--- src/rtl/omec_pkg.sv ---
`timescale 1ns / 1ps

package omec_pkg;

  // Fixed field widths
  localparam int SCR_W     = 14;   // screen size, whole pixels
  localparam int HALF_W    = 20;   // marker half size, fixed point
  localparam int EDGE_W    = 3;
  localparam int APB_DW    = 32;
  localparam int APB_AW    = 4;
  localparam int REG_IDX_W = 2;

  // Edge codes
  localparam logic [EDGE_W-1:0] EDGE_INSIDE = 3'd0;
  localparam logic [EDGE_W-1:0] EDGE_TOP    = 3'd1;
  localparam logic [EDGE_W-1:0] EDGE_LEFT   = 3'd2;
  localparam logic [EDGE_W-1:0] EDGE_RIGHT  = 3'd3;
  localparam logic [EDGE_W-1:0] EDGE_BOTTOM = 3'd4;

  // Register indexes (byte address = 4 * index)
  localparam logic [REG_IDX_W-1:0] REG_SCREEN_WIDTH  = 2'd0;
  localparam logic [REG_IDX_W-1:0] REG_SCREEN_HEIGHT = 2'd1;
  localparam logic [REG_IDX_W-1:0] REG_HALF_WIDTH    = 2'd2;
  localparam logic [REG_IDX_W-1:0] REG_HALF_HEIGHT   = 2'd3;

  // Reset values
  localparam logic [SCR_W-1:0]  RST_SCREEN_WIDTH  = 14'd1920;
  localparam logic [SCR_W-1:0]  RST_SCREEN_HEIGHT = 14'd1080;
  localparam logic [HALF_W-1:0] RST_HALF_WIDTH    = 20'd8192;
  localparam logic [HALF_W-1:0] RST_HALF_HEIGHT   = 20'd8192;

  typedef struct packed {
    logic [SCR_W-1:0]  screen_width;
    logic [SCR_W-1:0]  screen_height;
    logic [HALF_W-1:0] marker_half_width;
    logic [HALF_W-1:0] marker_half_height;
  } omec_cfg_t;

  // Edges are tested top, left, right, bottom
  function automatic logic [EDGE_W-1:0] next_edge(input logic [EDGE_W-1:0] e);
    logic [EDGE_W-1:0] n;
    case (e)
      EDGE_TOP:   n = EDGE_LEFT;
      EDGE_LEFT:  n = EDGE_RIGHT;
      EDGE_RIGHT: n = EDGE_BOTTOM;
      default:    n = EDGE_BOTTOM;
    endcase
    return n;
  endfunction

endpackage

--- src/rtl/omec_addsub.sv ---
`timescale 1ns / 1ps

// Shared adder / subtractor. On subtract, carry high means a >= b.
module omec_addsub #(
  parameter int W = 64
) (
  input  logic [W-1:0] a,
  input  logic [W-1:0] b,
  input  logic         sub,
  output logic [W-1:0] sum,
  output logic         carry
);

  logic [W-1:0] b_op;

  assign b_op = sub ? ~b : b;
  assign {carry, sum} = {1'b0, a} + {1'b0, b_op} + {{W{1'b0}}, sub};

endmodule

--- src/rtl/omec_core.sv ---
`timescale 1ns / 1ps

// Edge clamp sequencer: shift-add multiplies, compare and restoring divide,
// all through one shared adder.
module omec_core #(
  parameter int CW = 32,
  parameter int FB = 8
) (
  input  logic                         clk,
  input  logic                         rst_n,
  input  omec_pkg::omec_cfg_t          cfg,
  input  logic                         in_valid,
  output logic                         in_ready,
  input  logic signed [CW-1:0]         in_x,
  input  logic signed [CW-1:0]         in_y,
  output logic                         res_valid,
  input  logic                         res_ready,
  output logic signed [CW-1:0]         res_x,
  output logic signed [CW-1:0]         res_y,
  output logic [omec_pkg::EDGE_W-1:0]  res_edge
);

  localparam int SW    = omec_pkg::SCR_W + FB;       // screen size, fixed point
  localparam int MAXCS = (CW > SW) ? CW : SW;
  localparam int DW    = MAXCS + 2;                  // doubled deltas, signed
  localparam int MW    = DW - 1;                     // delta magnitudes
  localparam int PW    = SW + MW + 1;                // products and numerator
  localparam int CNTW  = $clog2(SW);
  localparam int OFFW  = omec_pkg::HALF_W + 1;
  localparam int EW    = ((MAXCS > OFFW) ? MAXCS : OFFW) + 2;

  typedef enum logic [3:0] {
    S_IDLE, S_PREP, S_SEL, S_MUL_A, S_MUL_B, S_CMP, S_NUM, S_DIV, S_FIN
  } state_t;

  state_t                       state_r, state_nxt;
  logic signed [CW-1:0]         px_r, px_nxt, py_r, py_nxt;
  logic [MW-1:0]                adx_r, adx_nxt, ady_r, ady_nxt;
  logic                         xneg_r, xneg_nxt, xpos_r, xpos_nxt;
  logic                         yneg_r, yneg_nxt, ypos_r, ypos_nxt;
  logic [omec_pkg::EDGE_W-1:0]  edge_r, edge_nxt;
  logic                         hit_r, hit_nxt, tneg_r, tneg_nxt;
  logic [MW-1:0]                tabs_r, tabs_nxt, mcand_r, mcand_nxt;
  logic [SW-1:0]                mplr_r, mplr_nxt, quo_r, quo_nxt;
  logic [CNTW-1:0]              cnt_r, cnt_nxt;
  logic [PW-1:0]                acc_r, acc_nxt, proda_r, proda_nxt, den_r, den_nxt;

  logic [SW-1:0]                wf, hf;
  logic signed [DW-1:0]         px_ext, py_ext, wf_s, hf_s, dx2, dy2, ndx2, ndy2;
  logic                         inside_c;

  logic                         cond_c, tneg_c;
  logic [MW-1:0]                nabs_c, tabs_c;
  logic [SW-1:0]                hn_c, ht_c;
  logic [PW-1:0]                den_init;

  logic [PW-1:0]                alu_a, alu_b, alu_sum;
  logic                         alu_sub, alu_carry;

  logic signed [EW-1:0]         px_e, py_e, wf_e, hf_e, quo_e, mhw_e, mhh_e;
  logic signed [EW-1:0]         xb_e, xo_e, yb_e, yo_e, x_e, y_e;

  // Screen size in fixed point
  assign wf = SW'(cfg.screen_width) << FB;
  assign hf = SW'(cfg.screen_height) << FB;

  // Doubled offsets from the screen center
  assign px_ext = DW'(px_r);
  assign py_ext = DW'(py_r);
  assign wf_s   = $signed(DW'(wf));
  assign hf_s   = $signed(DW'(hf));
  assign dx2    = (px_ext <<< 1) - wf_s;
  assign dy2    = (py_ext <<< 1) - hf_s;
  assign ndx2   = -dx2;
  assign ndy2   = -dy2;
  assign inside_c = !px_r[CW-1] && !py_r[CW-1] && (px_ext <= wf_s) && (py_ext <= hf_s);

  // Operands of the edge under test
  always_comb begin
    case (edge_r)
      omec_pkg::EDGE_TOP: begin
        cond_c = yneg_r; nabs_c = ady_r; tabs_c = adx_r; tneg_c = xneg_r;
        hn_c = hf; ht_c = wf;
      end
      omec_pkg::EDGE_LEFT: begin
        cond_c = xneg_r; nabs_c = adx_r; tabs_c = ady_r; tneg_c = yneg_r;
        hn_c = wf; ht_c = hf;
      end
      omec_pkg::EDGE_RIGHT: begin
        cond_c = xpos_r; nabs_c = adx_r; tabs_c = ady_r; tneg_c = yneg_r;
        hn_c = wf; ht_c = hf;
      end
      default: begin
        cond_c = ypos_r; nabs_c = ady_r; tabs_c = adx_r; tneg_c = xneg_r;
        hn_c = hf; ht_c = wf;
      end
    endcase
  end

  // Divisor 2*nabs, aligned to the top quotient bit
  assign den_init = {1'b0, nabs_c, 1'b0, {(SW-1){1'b0}}};

  // Shared adder operand select
  always_comb begin
    case (state_r)
      S_SEL: begin
        alu_a = PW'(nabs_c); alu_b = PW'(hn_c); alu_sub = 1'b1;
      end
      S_MUL_A, S_MUL_B: begin
        alu_a   = {acc_r[PW-2:0], 1'b0};
        alu_b   = mplr_r[SW-1] ? PW'(mcand_r) : '0;
        alu_sub = 1'b0;
      end
      S_CMP: begin
        alu_a = proda_r; alu_b = acc_r; alu_sub = 1'b1;
      end
      S_NUM: begin
        alu_a = proda_r; alu_b = acc_r; alu_sub = 1'b0;
      end
      S_DIV: begin
        alu_a = acc_r; alu_b = den_r; alu_sub = 1'b1;
      end
      default: begin
        alu_a = '0; alu_b = '0; alu_sub = 1'b0;
      end
    endcase
  end

  omec_addsub #(.W(PW)) u_addsub (
    .a     (alu_a),
    .b     (alu_b),
    .sub   (alu_sub),
    .sum   (alu_sum),
    .carry (alu_carry)
  );

  // Sequencer
  always_comb begin
    state_nxt = state_r;
    px_nxt    = px_r;    py_nxt    = py_r;
    adx_nxt   = adx_r;   ady_nxt   = ady_r;
    xneg_nxt  = xneg_r;  xpos_nxt  = xpos_r;
    yneg_nxt  = yneg_r;  ypos_nxt  = ypos_r;
    edge_nxt  = edge_r;  hit_nxt   = hit_r;
    tneg_nxt  = tneg_r;  tabs_nxt  = tabs_r;
    mcand_nxt = mcand_r; mplr_nxt  = mplr_r;
    quo_nxt   = quo_r;   cnt_nxt   = cnt_r;
    acc_nxt   = acc_r;   proda_nxt = proda_r;
    den_nxt   = den_r;
    case (state_r)
      S_IDLE: begin
        if (in_valid) begin
          px_nxt    = in_x;
          py_nxt    = in_y;
          state_nxt = S_PREP;
        end
      end
      S_PREP: begin
        adx_nxt  = dx2[DW-1] ? ndx2[MW-1:0] : dx2[MW-1:0];
        ady_nxt  = dy2[DW-1] ? ndy2[MW-1:0] : dy2[MW-1:0];
        xneg_nxt = dx2[DW-1];
        xpos_nxt = !dx2[DW-1] && (dx2 != '0);
        yneg_nxt = dy2[DW-1];
        ypos_nxt = !dy2[DW-1] && (dy2 != '0);
        if (inside_c) begin
          edge_nxt  = omec_pkg::EDGE_INSIDE;
          state_nxt = S_FIN;
        end else begin
          edge_nxt  = omec_pkg::EDGE_TOP;
          state_nxt = S_SEL;
        end
      end
      S_SEL: begin
        // point must lie beyond the edge line
        if (cond_c && alu_carry) begin
          mcand_nxt = nabs_c;
          tabs_nxt  = tabs_c;
          tneg_nxt  = tneg_c;
          mplr_nxt  = ht_c;
          acc_nxt   = '0;
          cnt_nxt   = CNTW'(SW - 1);
          state_nxt = S_MUL_A;
        end else if (edge_r == omec_pkg::EDGE_BOTTOM) begin
          hit_nxt   = 1'b0;
          state_nxt = S_FIN;
        end else begin
          edge_nxt = omec_pkg::next_edge(edge_r);
        end
      end
      S_MUL_A: begin
        // a = edge length * normal distance
        acc_nxt  = alu_sum;
        mplr_nxt = {mplr_r[SW-2:0], 1'b0};
        cnt_nxt  = cnt_r - 1'b1;
        if (cnt_r == '0) begin
          proda_nxt = alu_sum;
          acc_nxt   = '0;
          mcand_nxt = tabs_r;
          mplr_nxt  = hn_c;
          cnt_nxt   = CNTW'(SW - 1);
          state_nxt = S_MUL_B;
        end
      end
      S_MUL_B: begin
        // b = center-to-edge distance * tangential delta
        acc_nxt  = alu_sum;
        mplr_nxt = {mplr_r[SW-2:0], 1'b0};
        cnt_nxt  = cnt_r - 1'b1;
        if (cnt_r == '0) begin
          state_nxt = S_CMP;
        end
      end
      S_CMP: begin
        // crossing lies on the edge when b <= a
        if (!alu_carry) begin
          if (edge_r == omec_pkg::EDGE_BOTTOM) begin
            hit_nxt   = 1'b0;
            state_nxt = S_FIN;
          end else begin
            edge_nxt  = omec_pkg::next_edge(edge_r);
            state_nxt = S_SEL;
          end
        end else begin
          den_nxt = den_init;
          quo_nxt = '0;
          cnt_nxt = CNTW'(SW - 1);
          if (tneg_r) begin
            acc_nxt   = alu_sum;
            state_nxt = S_DIV;
          end else begin
            state_nxt = S_NUM;
          end
        end
      end
      S_NUM: begin
        acc_nxt   = alu_sum;
        state_nxt = S_DIV;
      end
      S_DIV: begin
        // one quotient bit per cycle
        if (alu_carry) begin
          acc_nxt = alu_sum;
        end
        quo_nxt = {quo_r[SW-2:0], alu_carry};
        den_nxt = {1'b0, den_r[PW-1:1]};
        cnt_nxt = cnt_r - 1'b1;
        if (cnt_r == '0) begin
          hit_nxt   = 1'b1;
          state_nxt = S_FIN;
        end
      end
      S_FIN: begin
        if (res_ready) begin
          state_nxt = S_IDLE;
        end
      end
      default: begin
        state_nxt = S_IDLE;
      end
    endcase
  end

  always_ff @(posedge clk) begin
    if (!rst_n) begin
      state_r <= S_IDLE;
    end else begin
      state_r <= state_nxt;
    end
    px_r    <= px_nxt;    py_r    <= py_nxt;
    adx_r   <= adx_nxt;   ady_r   <= ady_nxt;
    xneg_r  <= xneg_nxt;  xpos_r  <= xpos_nxt;
    yneg_r  <= yneg_nxt;  ypos_r  <= ypos_nxt;
    edge_r  <= edge_nxt;  hit_r   <= hit_nxt;
    tneg_r  <= tneg_nxt;  tabs_r  <= tabs_nxt;
    mcand_r <= mcand_nxt; mplr_r  <= mplr_nxt;
    quo_r   <= quo_nxt;   cnt_r   <= cnt_nxt;
    acc_r   <= acc_nxt;   proda_r <= proda_nxt;
    den_r   <= den_nxt;
  end

  // Result assembly
  assign px_e  = EW'(px_r);
  assign py_e  = EW'(py_r);
  assign wf_e  = $signed(EW'(wf));
  assign hf_e  = $signed(EW'(hf));
  assign quo_e = $signed(EW'(quo_r));
  assign mhw_e = $signed(EW'({cfg.marker_half_width, 1'b0}));
  assign mhh_e = $signed(EW'({cfg.marker_half_height, 1'b0}));

  always_comb begin
    xo_e = '0;
    yo_e = '0;
    case (edge_r)
      omec_pkg::EDGE_INSIDE: begin
        xb_e = px_e; yb_e = py_e;
      end
      omec_pkg::EDGE_TOP: begin
        xb_e = quo_e; yb_e = '0;
      end
      omec_pkg::EDGE_LEFT: begin
        xb_e = '0; yb_e = quo_e;
      end
      omec_pkg::EDGE_RIGHT: begin
        xb_e = wf_e; xo_e = mhw_e; yb_e = quo_e;
      end
      default: begin
        // bottom, or no crossing found: both shift up by the marker height
        xb_e = hit_r ? quo_e : px_e;
        yb_e = hit_r ? hf_e : py_e;
        yo_e = mhh_e;
      end
    endcase
  end

  assign x_e = xb_e - xo_e;
  assign y_e = yb_e - yo_e;

  function automatic logic signed [CW-1:0] sat_fn(input logic signed [EW-1:0] v);
    logic [EW-CW:0] upper;
    logic signed [CW-1:0] r;
    upper = v[EW-1:CW-1];
    if ((&upper) || !(|upper)) begin
      r = v[CW-1:0];
    end else if (v[EW-1]) begin
      r = {1'b1, {(CW-1){1'b0}}};
    end else begin
      r = {1'b0, {(CW-1){1'b1}}};
    end
    return r;
  endfunction

  assign in_ready  = (state_r == S_IDLE);
  assign res_valid = (state_r == S_FIN);
  assign res_x     = sat_fn(x_e);
  assign res_y     = sat_fn(y_e);
  assign res_edge  = edge_r;

endmodule

--- src/rtl/offscreen_marker_edge_clamp.sv ---
`timescale 1ns / 1ps

// Channel   Handshake                     Payload
// in        in_valid / in_ready           in_target_x, in_target_y
// out       out_valid / out_ready         out_marker_x, out_marker_y, out_edge_hit
// cfg       APB write/read, pready = 1    screen size, marker half size
//
// A point inside the screen goes straight to the result without edge tests. Outside,
// the edges are checked in turn; an edge the point lies beyond takes two
// shift-add products and a compare, and the hit edge adds a restoring divide
// for the crossing coordinate. All these steps share the single adder.
// Reset is synchronous; it restores the register defaults and empties the
// block. A new request is taken while a finished result waits at the output.
module offscreen_marker_edge_clamp #(
  parameter int COORD_WIDTH = 32,
  parameter int FRAC_BITS   = 8
) (
  input  logic                                clk,
  input  logic                                rst_n,
  // input channel
  input  logic                                in_valid,
  output logic                                in_ready,
  input  logic signed [COORD_WIDTH-1:0]       in_target_x,
  input  logic signed [COORD_WIDTH-1:0]       in_target_y,
  // result channel
  output logic                                out_valid,
  input  logic                                out_ready,
  output logic signed [COORD_WIDTH-1:0]       out_marker_x,
  output logic signed [COORD_WIDTH-1:0]       out_marker_y,
  output logic [omec_pkg::EDGE_W-1:0]         out_edge_hit,
  // configuration
  input  logic                                cfg_psel,
  input  logic                                cfg_penable,
  input  logic                                cfg_pwrite,
  input  logic [omec_pkg::APB_AW-1:0]         cfg_paddr,
  input  logic [omec_pkg::APB_DW-1:0]         cfg_pwdata,
  output logic [omec_pkg::APB_DW-1:0]         cfg_prdata,
  output logic                                cfg_pready
);

  omec_pkg::omec_cfg_t                  cfg_r, cfg_nxt;
  logic [omec_pkg::REG_IDX_W-1:0]       reg_idx;
  logic                                 cfg_wr;

  logic                                 res_valid, res_ready;
  logic signed [COORD_WIDTH-1:0]        res_x, res_y;
  logic [omec_pkg::EDGE_W-1:0]          res_edge;

  logic                                 out_valid_r, out_valid_nxt;
  logic signed [COORD_WIDTH-1:0]        out_x_r, out_x_nxt, out_y_r, out_y_nxt;
  logic [omec_pkg::EDGE_W-1:0]          out_edge_r, out_edge_nxt;

  // Register file
  assign reg_idx    = cfg_paddr[omec_pkg::APB_AW-1:2];
  assign cfg_wr     = cfg_psel && cfg_penable && cfg_pwrite;
  assign cfg_pready = 1'b1;

  always_comb begin
    cfg_nxt = cfg_r;
    if (cfg_wr) begin
      case (reg_idx)
        omec_pkg::REG_SCREEN_WIDTH:
          cfg_nxt.screen_width = cfg_pwdata[omec_pkg::SCR_W-1:0];
        omec_pkg::REG_SCREEN_HEIGHT:
          cfg_nxt.screen_height = cfg_pwdata[omec_pkg::SCR_W-1:0];
        omec_pkg::REG_HALF_WIDTH:
          cfg_nxt.marker_half_width = cfg_pwdata[omec_pkg::HALF_W-1:0];
        omec_pkg::REG_HALF_HEIGHT:
          cfg_nxt.marker_half_height = cfg_pwdata[omec_pkg::HALF_W-1:0];
        default: cfg_nxt = cfg_r;
      endcase
    end
  end

  always_comb begin
    case (reg_idx)
      omec_pkg::REG_SCREEN_WIDTH:  cfg_prdata = omec_pkg::APB_DW'(cfg_r.screen_width);
      omec_pkg::REG_SCREEN_HEIGHT: cfg_prdata = omec_pkg::APB_DW'(cfg_r.screen_height);
      omec_pkg::REG_HALF_WIDTH:    cfg_prdata = omec_pkg::APB_DW'(cfg_r.marker_half_width);
      omec_pkg::REG_HALF_HEIGHT:   cfg_prdata = omec_pkg::APB_DW'(cfg_r.marker_half_height);
      default:                     cfg_prdata = '0;
    endcase
  end

  // Sequencer and shared datapath
  omec_core #(
    .CW (COORD_WIDTH),
    .FB (FRAC_BITS)
  ) u_core (
    .clk       (clk),
    .rst_n     (rst_n),
    .cfg       (cfg_r),
    .in_valid  (in_valid),
    .in_ready  (in_ready),
    .in_x      (in_target_x),
    .in_y      (in_target_y),
    .res_valid (res_valid),
    .res_ready (res_ready),
    .res_x     (res_x),
    .res_y     (res_y),
    .res_edge  (res_edge)
  );

  // Output register
  assign res_ready = !out_valid_r || out_ready;

  always_comb begin
    out_valid_nxt = out_valid_r;
    out_x_nxt     = out_x_r;
    out_y_nxt     = out_y_r;
    out_edge_nxt  = out_edge_r;
    if (res_valid && res_ready) begin
      out_valid_nxt = 1'b1;
      out_x_nxt     = res_x;
      out_y_nxt     = res_y;
      out_edge_nxt  = res_edge;
    end else if (out_ready) begin
      out_valid_nxt = 1'b0;
    end
  end

  always_ff @(posedge clk) begin
    if (!rst_n) begin
      out_valid_r <= 1'b0;
      cfg_r.screen_width       <= omec_pkg::RST_SCREEN_WIDTH;
      cfg_r.screen_height      <= omec_pkg::RST_SCREEN_HEIGHT;
      cfg_r.marker_half_width  <= omec_pkg::RST_HALF_WIDTH;
      cfg_r.marker_half_height <= omec_pkg::RST_HALF_HEIGHT;
    end else begin
      out_valid_r <= out_valid_nxt;
      cfg_r       <= cfg_nxt;
    end
    out_x_r    <= out_x_nxt;
    out_y_r    <= out_y_nxt;
    out_edge_r <= out_edge_nxt;
  end

  assign out_valid    = out_valid_r;
  assign out_marker_x = out_x_r;
  assign out_marker_y = out_y_r;
  assign out_edge_hit = out_edge_r;

  // Checks
  a_busy_after_accept: assert property (@(posedge clk) disable iff (!rst_n)
    in_valid && in_ready |=> !in_ready)
    else $error("core still ready after taking a request");

  a_result_handoff: assert property (@(posedge clk) disable iff (!rst_n)
    res_valid && res_ready |=> out_valid)
    else $error("finished result not registered at the output");

  a_top_row: assert property (@(posedge clk) disable iff (!rst_n)
    out_valid && (out_edge_hit == omec_pkg::EDGE_TOP) |-> (out_marker_y == '0))
    else $error("top edge hit with nonzero y");

endmodule
--- config.mk ---
export PLATFORM = sky130hd
export DESIGN_NAME = offscreen_marker_edge_clamp
export DESIGN_NICKNAME = d
export VERILOG_FILES = /design/src/rtl/omec_pkg.sv /design/src/rtl/omec_addsub.sv /design/src/rtl/omec_core.sv /design/src/rtl/offscreen_marker_edge_clamp.sv
export SDC_FILE = /design/constraint.sdc
export NUM_CORES = 1
export LEC_CHECK = 0
export ABC_AREA = 0
export BUFFER_PORTS_ARGS = -buffer_cell sky130_fd_sc_hd__buf_2
export CAP_MARGIN = 5
export CORE_AREA = 2 2 214 269
export CTS_CLUSTER_SIZE = 20
export DETAILED_ROUTE_END_ITERATION = 10
export DIE_AREA = 0 0 216 271
export PLACE_DENSITY = 0.81
export SLEW_MARGIN = 40
export SYNTH_ARGS = -nofsm -noshare
export SYNTH_HDL_FRONTEND = slang
export SYNTH_HIERARCHICAL = 1
export SYNTH_SLANG_ARGS = --single-unit
--- constraint.sdc ---
create_clock -name clk -period 21.2 [get_ports clk]
set_clock_uncertainty 0.15 [all_clocks]
set_input_delay 2.12 -clock clk [delete_from_list [all_inputs] [get_ports clk]]
set_output_delay 2.12 -clock clk [all_outputs]
set_load 0.02 [all_outputs]
==> results of run 1 <==
==> routing by layer <==
metal  part of all wire (%)  global-route usage [%]  vias up
met5                  0.014                       0        -
li1                       -                       -    12800
met4                    8.5                    24.5        2
met2                     48                    59.5     1477
met1                     36                    40.1    13200
met3                    7.6                    4.85      382
==> worst max-delay path by stage <==
stage | endpoint | start | depth (start not counted)
final | u_core/acc_r[28] | u_core/state_r[1] | 25
after global placement | u_core/acc_r[49] | u_core/state_r[0] | 24
after detailed placement | u_core/acc_r[49] | u_core/state_r[1] | 25
after floorplan | u_core/acc_r[0] | u_core/state_r[0] | 22
after global routing | u_core/acc_r[29] | u_core/state_r[0] | 24
after CTS | u_core/acc_r[29] | u_core/state_r[1] | 25
==> worst max-delay path, cell delays in order, from the launching register on <==
cell	delay [ns]
dfxtp_1	0.58
nor2b_1	0.41
nand2_1	0.16
a21oi_4	0.16
buf_4	0.63
and2_1	0.22
buf_4	0.37
a221o_1	0.24
xor2_1	0.21
inv_1	0.09
fa_1	0.44
nand2b_1	0.18
a21o_1	0.18
a21oi_1	0.31
o21ai_0	0.23
a21bo_2	0.32
o31a_1	0.37
o31ai_2	0.39
a21oi_1	0.20
o21ai_0	0.21
buf_4	0.25
o221ai_1	0.25
and2_1	0.26
a2111oi_2	0.22
buf_4	0.42
buf_12	0.28
==> final cells by class <==
class / instances / area [µm²]
tap: 742 / 928
sequential: 549 / 15800
inverter: 153 / 574
clock inverter: 39 / 413
fill: 4373 / 18100
timing repair buffer: 230 / 1330
multi-input combinational: 2537 / 17400
clock buffer: 59 / 1350
==> power groups by stage <==
stage                     sequential [mW]  clock [mW]  combinational (mW)
final                                1.57       0.968                1.90
after global routing                 1.58        1.02                2.05
after detailed placement             1.59           0                1.82
after CTS                            1.56       0.976                1.85
after global placement               1.58           0                1.81
after floorplan                      1.55           0                1.35
==> kinds of logic after synthesis <==
group / count (synthesis)
buf+inv: 353
fa+ha+maj: 168
mux: 147
xor+xnor: 245
compound gates: 906
flops: 549
other cells: 2
simple gates: 1058
==> placed cells by master (no fill, tap or decap), types with 93 or more instances in the layout <==
master    count
edfxtp_1    476
nand2_1     431
a21oi_1     228
nor2_1      213
buf_2       181
ha_1        160
o21ai_0     157
inv_1       151
mux2i_1     130
xor2_1      130
xnor2_1     115
and2_1      112
a21o_1       93
==> state kept, by name, indices dropped and copies added (netlist names), 55 cells and up <==
name            cells
cfg_r              68
u_core/proda_r     56
u_core/acc_r       56
u_core/den_r       55
==> qor.txt, run 1 <==
Worst Reg-to-Reg Cells -> 25
Initial drt markers -> 3146
Clock power share -> 21.8%
Status -> complete, no violations
Number of global-route vias before repair -> 26900
Sw Ratio -> 39.7%
Slew headroom -> 41.9%
Core Footprint -> 0.0558 mm²
Crit Path Class -> reg2reg
Clock Tree Buf Depth -> 3
Post-route design area -> 0.0378 mm²
Seq pwr share -> 35.4%
Post-synth top cells -> 476 x edfxtp_1, 434 x nand2_1, 231 x a21oi_1
RSZ-0062 raised after global routing -> false
Hold path start -> cfg_r[21]
Post-synthesis xor/xnor area fraction -> 6.23%
# Post-CTS Setup Buffers -> 0
Synth Cell Area -> 0.0344 mm²
Die Span Y -> 271 µm
Total CTS buffers -> 53
Row count -> 97
Setup ws final -> 13.04 ns
Final Util -> 67.6%
Syn_area_per_cell -> 10.0 µm²
Leakage Power -> 15.3 nW
Synth top area cells -> edfxtp_1 41%, ha_1 5.8%, nand2_1 4.7%
Dpl ws -> 13.19 ns
CTS root buf -> clkbuf_16
Mux contribution to synthesized area -> 4.78%
Critical path peak fanout -> 59
Main flop type after synthesis -> edfxtp_1
GPL Wtd Cong -> 1.04
Post-synthesis adder-cell area fraction -> 6.19%
Worst setup SP type -> flip-flop
Synth Area in Compound Gates -> 18.3%
Full die area -> 0.0585 mm²
Cell with the most instances after synthesis -> edfxtp_1
Largest area contributor in the netlist -> edfxtp_1
Post-synth top area share -> 41.5%
DR pass1 iterations -> 7
Hold Path Stages -> 2
Arrival time at the worst endpoint -> 8.31 ns
ANT cells -> 0
Final setup vio count -> 0
Grt total ovfl -> 0
Synthesized flop and latch total -> 549
Via count -> 27900
Largest net degree at the start of global routing -> 96
MaxCap Viol Count -> 0
Period utilisation layout -> 38.5%
Die width -> 216 µm
Final hold vios -> 0
Seq/Total Area, Yosys -> 45.7%
PD cells -> 117 mW/mm²
Final Max Tran Viols -> 0
WHS Endpoint -> cfg_r[21]
Hold_ws -> 0.323 ns
Fin crit period -> 8.16 ns
Cell Int Power -> 2.67 mW
# hold bufs at CTS -> 0
Fin cells -> 4309
Area after DPL -> 0.0360 mm²
Peak VDD IR -> 0.0867 mV
Synth cell types -> 105
Avg WL per Cell -> 23.9 µm
HPWL Detailed -> 76300 µm
Routed Antenna Nets -> 0
Max Fclk -> 123 MHz
First-pass GRT wire length -> 156000 µm
Port bufs -> 181
Placed Cells -> 4211
H-tree Lvls -> 2
Largest family of logic cells by synthesized area -> compound AO/OA/AOI/OAI gates
Crit end category -> flip-flop
Worst-Skew Late Latency -> 0.62 ns
NumNets Final -> 3796
Layout cells sized above 1 -> 11.4%
CTS tree -> done
Reg-to-reg critical path endpoint -> u_core/acc_r[28]
Slew @ Worst Pin -> 0.872 ns
Area delta synth->final -> 9.64%
Worst-path clk slew -> 0.06 ns
Vias/cell -> 6.47
Logic pwr share -> 42.8%
Initial antenna violation count -> 2
Number of synthesized flops with an enable pin -> 476
FF-to-FF setup slack -> 13.04 ns
Initial Util -> 61.7%
Final Power -> 4.43 mW
NetSw -> 1.76 mW
Simple-Gate Fraction of Synth Area -> 14.6%
Setup TNS -> 0 ns
Required time of the worst setup path -> 21.34 ns
Final wirelength -> 103000 µm
Total Routing Usage GR -> 34.7%
Number of clock sinks -> 549
Synth Instances -> 3428
Async SR Flop Fraction -> 0%
Synth warnings -> 6
Worst hold path class -> reg2reg
Drt drc -> 0
Reg-to-reg startpoint -> u_core/state_r[1]
Post_cts resized -> 0
Num ports -> 209
Note: power is estimated with default switching activity, not from simulation.
==> run 2: changes to the inputs <==
==> constraint.sdc (replaced) <==
create_clock -name clk -period 7.85 [get_ports clk]
set_clock_uncertainty 0.15 [all_clocks]
set_input_delay 0.785 -clock clk [delete_from_list [all_inputs] [get_ports clk]]
set_output_delay 0.785 -clock clk [all_outputs]
set_load 0.02 [all_outputs]
==> run 2 against run 1 <==
  * Total power rose to 2.7 times the previous value
  * Critical endpoint is now u_core/acc_r[22]
  * Maximum frequency rose by 8.6%
  * Routed wire length rose by 2.5%
  * Utilization rose by 0.30 points
  * Clock power rose to 2.9 times the previous value
  * Die area did not move
  * Combinational power rose to 2.7 times the previous value
  * Global-route usage rose by 1.0 points
  * Largest cell class unchanged
  * Sequential cell count did not move
  * Sequential share of layout area fell by 0.19 points
  * Worst hold slack got worse by 0.14 ns
  * Via count rose by 1.0%
==> qor.txt, run 2 (same netlist as run 1, synthesis figures left out) <==
Final Max Tran Viols -> 0 (unchanged)
Area after DPL -> 0.0361 mm² (was 0.0360 mm²)
Peak VDD IR -> 0.231 mV (was 0.0867 mV)
Crit Path Class -> reg2reg (unchanged)
Critical path peak fanout -> 57 (was 59)
Core Footprint -> 0.0558 mm² (unchanged)
CTS tree -> done (unchanged)
Grt total ovfl -> 0 (unchanged)
Initial drt markers -> 3270 (was 3146)
Required time of the worst setup path -> 7.96 ns (was 21.34 ns)
PD cells -> 320 mW/mm² (was 117 mW/mm²)
Drt drc -> 0 (unchanged)
RSZ-0062 raised after global routing -> false (unchanged)
Max reg flops -> 68 (unchanged)
Final setup vio count -> 0 (unchanged)
Vias/cell -> 6.53 (was 6.47)
Avg WL per Cell -> 24.5 µm (was 23.9 µm)
Num ports -> 209 (unchanged)
Fin crit period -> 7.52 ns (was 8.16 ns)
Row count -> 97 (unchanged)
Biggest regs -> cfg_r (68), u_core/acc_r (56), u_core/proda_r (56) (unchanged)
Crit end category -> flip-flop (unchanged)
Post_cts resized -> 0 (unchanged)
Leakage Power -> 15.4 nW (was 15.3 nW)
Port bufs -> 181 (unchanged)
Most common cell after layout, fill and taps aside -> edfxtp_1 (unchanged)
Dpl ws -> 0.578 ns (was 13.19 ns)
Initial antenna violation count -> 0 (was 2)
Worst setup SP type -> flip-flop (unchanged)
Layout cells sized above 1 -> 11.6% (was 11.4%)
Status -> complete, no violations (unchanged)
Setup TNS -> 0 ns (unchanged)
Worst hold path class -> in2reg (was reg2reg)
DR pass1 iterations -> 8 (was 7)
CTS root buf -> clkbuf_16 (unchanged)
Final hold vios -> 0 (unchanged)
Worst-Skew Late Latency -> 0.62 ns (about the same)
Final Util -> 68.0% (was 67.6%)
Area delta synth->final -> 10.1% (was 9.64%)
Die Span Y -> 271 µm (unchanged)
Via count -> 28200 (was 27900)
Hold_ws -> 0.188 ns (was 0.323 ns)
GPL Wtd Cong -> 1.03 (was 1.04)
Largest net degree at the start of global routing -> 96 (unchanged)
Number of clock sinks -> 549 (unchanged)
H-tree Lvls -> 2 (unchanged)
Die width -> 216 µm (unchanged)
Max Fclk -> 133 MHz (was 123 MHz)
MaxCap Viol Count -> 0 (unchanged)
Largest Register -> cfg_r (unchanged)
# Post-CTS Setup Buffers -> 0 (unchanged)
Full die area -> 0.0585 mm² (unchanged)
Worst-path clk slew -> 0.06 ns (about the same)
First-pass GRT wire length -> 160000 µm (was 156000 µm)
Slew @ Worst Pin -> 0.857 ns (was 0.872 ns)
Total Routing Usage GR -> 35.8% (was 34.7%)
Period utilisation layout -> 95.8% (was 38.5%)
Most frequent cells in the layout -> 476 x edfxtp_1, 431 x nand2_1, 229 x a21oi_1, 213 x nor2_1, 180 x buf_2 (was 476 x edfxtp_1, 431 x nand2_1, 228 x a21oi_1, 213 x nor2_1, 181 x buf_2)
Initial Util -> 61.7% (unchanged)
Clock Tree Buf Depth -> 3 (unchanged)
Routed Antenna Nets -> 0 (unchanged)
NumNets Final -> 3802 (was 3796)
Arrival time at the worst endpoint -> 7.63 ns (was 8.31 ns)
Number of global-route vias before repair -> 27500 (was 26900)
HPWL Detailed -> 77900 µm (was 76300 µm)
Setup ws final -> 0.333 ns (was 13.04 ns)
# hold bufs at CTS -> 0 (unchanged)
Post-route design area -> 0.0379 mm² (was 0.0378 mm²)
Slew headroom -> 42.8% (was 41.9%)
Final wirelength -> 106000 µm (was 103000 µm)
Total CTS buffers -> 52 (was 53)
==> run 2: path summary, 6_finish.rpt <==
path,from,end,slack (ns),depth (start not counted)
worst min register to register,cfg_r[2],cfg_r[2],0.33,2
worst min-delay path,in_target_y[0],u_core/py_r[0],0.19,1
worst max register to register,u_core/state_r[0],u_core/acc_r[22],0.33,21
worst max-delay path,u_core/state_r[0],u_core/acc_r[22],0.33,21
==> run 2: layer usage <==
layer  wire, µm  track usage, %  vias up
li1           -               -    12900
met1      37700            41.5    13400
met2      50500            60.0     1537
met3       7650            4.74      420
met4       9810            27.9        0
met5          0               0        -
==> run 2: through the flow <==
stage	power [mW]	instances
final	12.2	4316
after global routing	12.8	4315
after CTS	12.1	4315
after detailed placement	9.24	4218
after global placement	9.18	4217
after floorplan	7.80	3439
==> run 2: report_power, final <==
group          switching (mW)  total (mW)  internal (mW)
sequential              0.351        4.26           3.91
clock                    1.14        2.77           1.63
combinational            3.28        5.13           1.85
==> run 2: layout make-up <==
class | instances | area, µm²
inverters | 153 | 574
multi-input cells | 2537 | 17400
flip-flops and latches | 549 | 15800
well taps | 742 | 928
clock buffers | 60 | 1380
fillers | 4371 | 17900
clock inverters | 37 | 477
diodes | 1 | 2.50
repair buffers | 237 | 1380
==> run 2: critical path: stages (launching register included) <==
cell and delay [ns]:
dfxtp_1 0.53, inv_1 0.17, nor2_1 0.34, nand2_1 0.29
nor2_4 0.49, buf_4 0.62, a221o_1 0.26, ha_1 0.28
and4_1 0.26, o2111ai_1 0.12, a21oi_1 0.28, o21ai_0 0.22
a21bo_2 0.33, o31a_1 0.36, o31ai_2 0.38, a21oi_1 0.19
o21ai_0 0.39, buf_4 0.28, o221ai_1 0.21, and2_1 0.28
a2111oi_4 0.26, buf_12 0.32
